**src/rtl/core/tmvm_pkg.sv**
```systemverilog
// Shared types, widths and helper functions for the transposed matrix-vector multiply.
// Used by the interfaces and by every module of the block but tmvm_ram; depends on nothing.
package tmvm_pkg;

    localparam int MAX_DIM = 256;
    localparam int DIM_W   = $clog2(MAX_DIM);
    localparam int SIZE_W  = 9;
    localparam int DATA_W  = 16;
    localparam int PROD_W  = 2 * DATA_W;
    localparam int SUM_W   = 40;
    localparam int IDX_W   = 8;

    typedef struct packed {
        logic [DIM_W-1:0] col;
        logic             first_row;
        logic             last_row;
        logic             last_col;
    } item_tag_t;

    typedef struct packed {
        logic             valid;
        logic [DIM_W-1:0] col;
        logic [SUM_W-1:0] sum;
    } fwd_entry_t;

    // Highest row and column index in use for a programmed size, with the size
    // clamped to the range one to the maximum dimension.
    function automatic logic [DIM_W-1:0] dim_last(input logic [SIZE_W-1:0] size);
        logic [SIZE_W-1:0] m;
        begin
            m = size - SIZE_W'(1);
            if (size == '0)
            begin
                m = '0;
            end
            else if (size > SIZE_W'(MAX_DIM))
            begin
                m = SIZE_W'(MAX_DIM - 1);
            end
            return m[DIM_W-1:0];
        end
    endfunction

endpackage

```
**src/rtl/core/tmvm_if.sv**
```systemverilog


interface tmvm_config_if;
    logic                        valid;
    logic                        ready;
    logic [tmvm_pkg::SIZE_W-1:0] size_in_use;

    modport source (output valid, output size_in_use, input ready);
    modport sink   (input valid, input size_in_use, output ready);
endinterface

```
**src/rtl/core/tmvm_seq.sv**
```systemverilog
// Row and column sequencer: holds the size register and the position of the next element.
// Depends on tmvm_pkg and the configuration interface.
module tmvm_seq (
    input  logic                clk,
    input  logic                rst_n,
    tmvm_config_if.sink         size_cfg,
    input  logic                accept,
    output tmvm_pkg::item_tag_t tag
);

    logic [tmvm_pkg::DIM_W-1:0] dim_last_reg;
    logic [tmvm_pkg::DIM_W-1:0] dim_last_next;
    logic [tmvm_pkg::DIM_W-1:0] col_reg;
    logic [tmvm_pkg::DIM_W-1:0] col_next;
    logic [tmvm_pkg::DIM_W-1:0] row_reg;
    logic [tmvm_pkg::DIM_W-1:0] row_next;

    assign size_cfg.ready = 1'b1;

    always_comb
    begin
        dim_last_next = dim_last_reg;
        col_next      = col_reg;
        row_next      = row_reg;
        if (size_cfg.valid)
        begin
            dim_last_next = tmvm_pkg::dim_last(size_cfg.size_in_use);
            col_next      = '0;
            row_next      = '0;
        end
        else if (accept)
        begin
            if (col_reg == dim_last_reg)
            begin
                col_next = '0;
                row_next = (row_reg == dim_last_reg) ? '0 : row_reg + 1'b1;
            end
            else
            begin
                col_next = col_reg + 1'b1;
            end
        end
    end

    always_ff @(posedge clk or negedge rst_n)
    begin
        if (!rst_n)
        begin
            dim_last_reg <= tmvm_pkg::DIM_W'(tmvm_pkg::MAX_DIM - 1);
            col_reg      <= '0;
            row_reg      <= '0;
        end
        else
        begin
            dim_last_reg <= dim_last_next;
            col_reg      <= col_next;
            row_reg      <= row_next;
        end
    end

    assign tag.col       = col_reg;
    assign tag.first_row = (row_reg == '0);
    assign tag.last_row  = (row_reg == dim_last_reg);
    assign tag.last_col  = (col_reg == dim_last_reg);

endmodule

```
**src/flat_wrapper.sv**
```systemverilog
// flat-port wrapper written by rule: the top's interface ports become plain ports
module tmvm_seq_flat 
  (clk, rst_n, accept, tag, size_cfg_valid, size_cfg_size_in_use, size_cfg_ready);
  tmvm_config_if size_cfg_i ();
  input  logic clk;
  input  logic rst_n;
  input  logic accept;
  output tmvm_pkg::item_tag_t tag;
  input wire logic [$bits(size_cfg_i.valid)-1:0] size_cfg_valid;
  input wire logic [$bits(size_cfg_i.size_in_use)-1:0] size_cfg_size_in_use;
  output wire logic [$bits(size_cfg_i.ready)-1:0] size_cfg_ready;
  assign size_cfg_i.valid = size_cfg_valid;
  assign size_cfg_i.size_in_use = size_cfg_size_in_use;
  assign size_cfg_ready = size_cfg_i.ready;
  tmvm_seq u_core (.clk(clk), .rst_n(rst_n), .size_cfg(size_cfg_i), .accept(accept), .tag(tag));
endmodule
```
**config.mk**
```make
export PLATFORM = sky130hd
export DESIGN_NAME = tmvm_seq_flat
export DESIGN_NICKNAME = d
export VERILOG_FILES = /design/src/rtl/core/tmvm_pkg.sv /design/src/rtl/core/tmvm_if.sv /design/src/rtl/core/tmvm_seq.sv /design/src/flat_wrapper.sv
export SDC_FILE = /design/constraint.sdc
export NUM_CORES = 1
export LEC_CHECK = 0
export BUFFER_PORTS_ARGS = -buffer_cell sky130_fd_sc_hd__buf_2
export CORE_MARGIN = 2
export CORE_UTILIZATION = 55
export DETAILED_ROUTE_END_ITERATION = 10
export GPL_ROUTABILITY_DRIVEN = 0
export PLACE_DENSITY = 0.82
export SLEW_MARGIN = 10
export SYNTH_ARGS = -nofsm -noshare
export SYNTH_HDL_FRONTEND = slang
export SYNTH_SLANG_ARGS = --single-unit
```
**constraint.sdc**
```tcl
create_clock -name clk -period 5.7 [get_ports clk]
set_clock_uncertainty 0.2 [all_clocks]
set_input_delay 0.285 -clock clk [delete_from_list [all_inputs] [get_ports clk]]
set_output_delay 0.285 -clock clk [all_outputs]
set_load 0.02 [all_outputs]
```
==> results of run 1 <==
worst max-delay path: cells and delay by family (launching register included):
| kind | cells | cell delay [ns] |
|---|---|---|
| xor+xnor | 1 | 0.24 |
| simple gates | 2 | 0.40 |
| compound gates | 2 | 0.83 |
| flops | 1 | 0.59 |
worst paths after layout:
path | start | to | slack [ns] | cells after the start
worst max-delay path | u_core.dim_last_reg[4] | u_core.row_reg[0] | 3.30 | 5
worst min-delay path | size_cfg_valid | u_core.col_reg[1] | 0.06 | 2
worst max register to register | u_core.dim_last_reg[4] | u_core.row_reg[0] | 3.30 | 5
worst min register to register | u_core.dim_last_reg[4] | u_core.dim_last_reg[4] | 0.32 | 1
max in group asynchronous | rst_n | u_core.row_reg[3] | 4.67 | 2
min in group asynchronous | rst_n | u_core.col_reg[1] | 0.26 | 2
Yosys cell counts (5+ instances only):
| library cell | count | area share |
|---|---|---|
| nor2_1 | 17 | 0.040 |
| xor2_1 | 14 | 0.076 |
| nand3_1 | 14 | 0.044 |
| dfrtp_1 | 16 | 0.25 |
| inv_1 | 11 | 0.026 |
| xnor2_1 | 11 | 0.060 |
| o2bb2ai_1 | 8 | 0.044 |
| ha_1 | 5 | 0.039 |
| a21oi_1 | 7 | 0.022 |
| nand2_1 | 15 | 0.035 |
| dfstp_2 | 8 | 0.13 |
power by group through the flow:
stage / sequential [uW] / clock [uW] / combinational (uW)
2_1_floorplan: 198 / 0 / 54.2
5_1_grt: 201 / 133 / 83.7
6_report: 200 / 124 / 74.9
3_3_place_gp: 201 / 0 / 71.3
3_5_place_dp: 202 / 0 / 74.1
4_1_cts: 199 / 126 / 75.3
cell type report:
class / instances / area (um2) / area share
Inverter: 14 / 52.55 / 0.02941
Sequential cell: 24 / 610.6 / 0.3417
Multi-Input combinational cell: 134 / 907.1 / 0.5077
Clock inverter: 1 / 30.03 / 0.01681
Clock buffer: 3 / 22.52 / 0.01261
Tap cell: 31 / 38.79 / 0.02171
Timing Repair Buffer: 24 / 125.1 / 0.07003
kinds of logic after synthesis:
group                    after synthesis  synth area share
flip-flops                            24            0.3807
XOR/XNOR                              25            0.1365
other                                  1          0.002338
buffers and inverters                 21           0.05382
adder cells (fa/ha/maj)                5           0.03900
multiplexers                           1          0.007020
AND/OR/NAND/NOR                       70            0.2410
AO/OA/AOI/OAI                         32            0.1396
metal layers:
layer  vias to the layer above  GRT usage  wire [um]
li1                        656          -          -
met1                       673     0.3117       1550
met5                         -          0          0
met2                        38     0.3912       1750
met4                         0    0.08970         58
met3                         6    0.02679        170
per-stage QoR:
stage	hold slack (ns)	cell area [um2]	worst slack (ns)
4_1_cts	0.04576	1787	3.343
2_1_floorplan	-0.2106	1604	3.754
3_5_place_dp	0.09354	1724	3.384
6_report	0.05663	1787	3.305
3_3_place_gp	0.08825	1724	3.443
5_1_grt	0.06232	1787	3.152
what timing repair did:
item                                   CTS  global route
endpoints found under the hold margin   16             0
gates resized for setup                  0             0
hold buffers                             1             0
==> run_results.csv, run 1 <==
group,metric,value,unit
outcome,outcome,"completed",
detailed_routing,routed_wl,3.530,mm
detailed_routing,wire_per_inst,15.28,um
clock_tree,path_clk_slew,0.14,ns
finish,most_common_cell_after_layout_fill_and_taps_aside,"buf_2",
finish,insertedDiodeCount,0,
power,power.clock.fraction,0.311,
clock_tree,postCtsSetupBuffers,0,
place,dp_hpwl,2.727,mm
clock_tree,clock_sink_count,24,
clock_tree,cts_h_tree_lvls,1,
global_route,grt_pass1_vias,1383,
power,total_leakage_power,0.0007832,uW
global_route,pin_count_of_the_biggest_net_entering_global_routing,25,
sta,final.setup.tns,0,ns
yosys,synthCells,179,
critical_path,cp_data_arrival_time,2.38,ns
finish,finalNonFillerCells,231,
global_route,overall_global_routing_usage,0.2339,
finish,fillCellCount,232,
power,powerDensity,223.0,nW/um2
yosys,syn_area_per_cell,8.961,um2
detailed_routing,antenna_violating_nets_post_route,0,
yosys,number_of_register_bits_inferred_by_synthesis,24,
detailed_routing,post_drt_via_cell_ratio,5.944,
die,io-pin-count,25,
critical_path,startpoint_type,"flop",
global_route,grt.overflow.total,0,
yosys,yosys.cell_types.count,40,
yosys,ys_warn_count,0,
die,floorplan.initialDensity,0.5817,
sta,timing.slew.headroom,0.4184,
critical_path,cp_cell_sequence,"xor2_1 > nor4_4 > a31oi_1 > nand2b_4 > o21ai_0",
clock_tree,clkLatencyLatePin,0.32,ns
critical_path,worst-path-max-fanout,12,
power,p_comb_frac,0.188,
sta,final-setup-viol-count,0,
global_route,grt_antenna_before_repair,0,
sta,final.period_utilization,0.4202,
yosys,predominant_post_synthesis_flop_cell,"dfrtp_1",
detailed_routing,remaining_routing_drc_violations,0,
finish,post_route_cells_drive_above_1_share,0.2100,
sta,tmin_final,2.395,ns
die,die_ar,3365,um2
critical_path,critical_path_required,5.69,ns
clock_tree,clock_buffer_count_from_cts,3,
sta,unrepaired_setup_endpoints_after_global_routing,"false",
finish,layout.cells.most_common_list,"buf_2, nor2_1, dfrtp_1",
power,power.total,398.4,uW
clock_tree,cts_max_path_buffers,2,
sta,worst_pin_slew,0.8684,ns
critical_path,critical-path-slowest-cell,"a31oi_1",
die,std_cell_rows,19,
place,port-buffer-count,23,
yosys,post_synth_instance_area,1604,um2
worst_hold_path,hold_class,"primary input to flop",
power,switching_share,0.2817,
yosys,synth_seq_area_share,0.3807,
sta,finalMaxSlewViolations,0,
power,power.switching,112.2,uW
critical_path,cpPeakStageDelay,0.72,ns
finish,finalCoreUtilization,0.6479,
detailed_routing,dr.pass1.iters,4,
power,pwr-share-seq,0.501,
yosys,async_reset_ff_frac,1.000,
detailed_routing,drt_iter0_markers,73,
place,place_inst,226,
global_route,grt_pass1_wl,6.072,mm
yosys,synth-edff-count,0,
detailed_routing,dr_total_vias,1373,
power,peakVddDrop,0.0001669,V
clock_tree,cts_tree,"built",
power,cellInternalPower,286.2,uW
finish,syn_to_final_growth,11.39,%
sta,timing.final.hold_violations,0,
sta,highest_achievable_clock_rate,417.5,MHz
finish,layout.nets,219,
critical_path,end_kind,"flop",
clock_tree,clock_tree.root_cell,"clkbuf_4",
critical_path,setup.worst_path.class,"flop to flop",
die,dieHeight,58.01,um
yosys,syn-num-nets,197,
die,placeableCoreArea,2758,um2
die,fp.dieW,58.01,um
job,max_cap_violations,0,
Note: power is estimated with default switching activity, not from simulation.
==> inputs of run 2 (changes only) <==
==> constraint.sdc (replaced) <==
create_clock -name clk -period 2.3 [get_ports clk]
set_clock_uncertainty 0.2 [all_clocks]
set_input_delay 0.115 -clock clk [delete_from_list [all_inputs] [get_ports clk]]
set_output_delay 0.115 -clock clk [all_outputs]
set_load 0.02 [all_outputs]
==> run 2 against run 1 <==
Against the previous run: via count up 4.9%; largest cell class unchanged; combinational power rose to 2.7 times the previous value; clock power up 150%; highest routed layer unchanged; wire length up 10%.
==> run_results.csv, run 2 (synthesis results as in run 1) <==
group,metric,value,unit
outcome,outcome,"completed",
sta,final.period_utilization,0.9594,
critical_path,cp_data_arrival_time,2.22,ns
critical_path,timing.rr.end,"u_core.col_reg[1]",
detailed_routing,wire_per_inst,16.02,um
detailed_routing,dr_total_vias,1440,
global_route,grt_antenna_before_repair,0,
die,placeableCoreArea,2758,um2
power,power.switching,280.4,uW
die,io-pin-count,25,
critical_path,startpoint_type,"flop",
sta,tmin_final,2.207,ns
detailed_routing,post_drt_via_cell_ratio,5.926,
power,power.total,1003,uW
global_route,pin_count_of_the_biggest_net_entering_global_routing,25,
critical_path,worstSetupEndpoint,"u_core.col_reg[1]",
detailed_routing,dr.pass1.iters,5,
sta,final.setup.tns,0,ns
critical_path,r2r_start,"u_core.dim_last_reg[3]",
finish,syn_to_final_growth,18.72,%
critical_path,r2r_setup_slack,0.09,ns
sta,finalMaxSlewViolations,0,
job,max_cap_violations,0,
die,floorplan.initialDensity,0.5817,
critical_path,worst-path-max-fanout,4,
global_route,grt_pass1_vias,1378,
die,std_cell_rows,19,
power,peakVddDrop,0.0004970,V
power,pwr-share-seq,0.492,
global_route,grt.overflow.total,0,
place,dp_hpwl,2.706,mm
clock_tree,cts_max_path_buffers,2,
critical_path,critical_path_required,2.31,ns
power,switching_share,0.2796,
detailed_routing,routed_wl,3.894,mm
sta,worst_pin_slew,0.6107,ns
sta,timing.final.hold_violations,0,
clock_tree,postCtsSetupBuffers,0,
clock_tree,path_clk_slew,0.13,ns
sta,final-setup-viol-count,0,
critical_path,end_kind,"flop",
global_route,grt_pass1_wl,6.513,mm
clock_tree,clock_tree.root_cell,"clkbuf_4",
critical_path,cp_cell_sequence,"xor2_1 > nor4_4 > nand2_2 > nand3_1 > a21oi_1 > dlygate4sd3_1",
clock_tree,clock_sink_count,24,
finish,post_route_cells_drive_above_1_share,0.2123,
power,powerDensity,526.7,nW/um2
critical_path,startpoint_of_the_most_critical_setup_path,"u_core.dim_last_reg[3]",
power,cellInternalPower,722.7,uW
power,total_leakage_power,0.0008378,uW
clock_tree,cts_tree,"built",
detailed_routing,remaining_routing_drc_violations,0,
finish,most_common_cell_after_layout_fill_and_taps_aside,"buf_2",
global_route,overall_global_routing_usage,0.2467,
sta,unrepaired_setup_endpoints_after_global_routing,"false",
finish,seq_area,610.6,um2
finish,layout.cells.most_common_list,"buf_2, nor2_1, dfrtp_1",
critical_path,cpPeakStageDelay,0.59,ns
detailed_routing,antenna_violating_nets_post_route,0,
critical_path,reg2reg_depth,6,
critical_path,critical-path-slowest-cell,"dfstp_2",
power,power.clock.fraction,0.304,
worst_hold_path,hold_class,"primary input to flop",
finish,layout.nets,231,
clock_tree,cts_h_tree_lvls,1,
die,dieHeight,58.01,um
finish,multi_input_comb_area,909.6,um2
die,die_ar,3365,um2
power,p_comb_frac,0.203,
critical_path,setup.worst_path.class,"flop to flop",
clock_tree,clock_buffer_count_from_cts,3,
sta,timing.slew.headroom,0.5901,
sta,highest_achievable_clock_rate,453.2,MHz
finish,fillCellCount,207,
finish,insertedDiodeCount,0,
clock_tree,clkLatencyLatePin,0.31,ns
detailed_routing,drt_iter0_markers,84,
place,port-buffer-count,23,
die,fp.dieW,58.01,um
## run 2: changes by cell type in the layout (fill, tap and decap cells not counted), sizes merged
cell         delta
dlygate4sd3    +10
buf             +2
## run 2: metal layers
layer,part of all wire,GRT usage,vias to the layer above
met1,0.45,0.3343,697
li1,-,-,682
met4,0.0056,0.04983,0
met5,0,0,-
met2,0.50,0.4334,57
met3,0.049,0.02009,4
## run 2: repair_timing
action | in CTS | in global routing
hold buffers | 11 | 0
setup endpoints to repair | 0 | 1
resized for setup | 0 | 1
endpoints found under the hold margin | 36 | 0
## run 2: critical path, delay by kind of cell, from the launching register on
kind,cells,cell delay [ns]
AO/OA/AOI/OAI,1,0.06
XOR/XNOR,1,0.11
buffers and inverters,1,0.55
flip-flops,1,0.59
AND/OR/NAND/NOR,3,0.59
## run 2: worst min path at each step
stage,cells after the start,endpoint,slack [ns],startpoint
2_1_floorplan,0,u_core.col_reg[0],-0.38,rst_n
3_3_place_gp,1,u_core.col_reg[2],-0.08,rst_n
3_5_place_dp,1,u_core.col_reg[2],-0.07,rst_n
4_1_cts,6,u_core.dim_last_reg[5],0.04,size_cfg_size_in_use[1]
5_1_grt,6,u_core.dim_last_reg[5],0.07,size_cfg_size_in_use[1]
6_report,6,u_core.dim_last_reg[5],0.06,size_cfg_size_in_use[1]
## run 2: area by class of cell
type,instances,area share
Sequential cell,24,0.3206
Clock buffer,3,0.01183
Tap cell,31,0.02037
Clock inverter,1,0.01577
Timing Repair Buffer,36,0.1261
Inverter,14,0.02760
Multi-Input combinational cell,134,0.4777
## run 2: per-stage QoR
| stage | setup slack, ns | area, um2 | util | hold slack [ns] | cells |
|---|---|---|---|---|---|
| 2_1_floorplan | 0.3544 | 1604 | - | -0.3806 | 179 |
| 3_3_place_gp | 0.3060 | 1739 | 0.6307 | -0.07574 | 228 |
| 3_5_place_dp | 0.2291 | 1739 | 0.6307 | -0.06531 | 228 |
| 4_1_cts | 0.06258 | 1902 | 0.6897 | 0.03914 | 243 |
| 5_1_grt | 0.01259 | 1904 | 0.6906 | 0.07075 | 243 |
| 6_report | 0.09348 | 1904 | 0.6906 | 0.06348 | 243 |
## run 2: power groups by stage
stage               clock (uW)  combinational [uW]  sequential [uW]
floorplan                    0                 134              491
global placement             0                 180              498
detailed placement           0                 185              500
CTS                        314                 202              493
global route               333                 226              497
finish                     305                 204              494
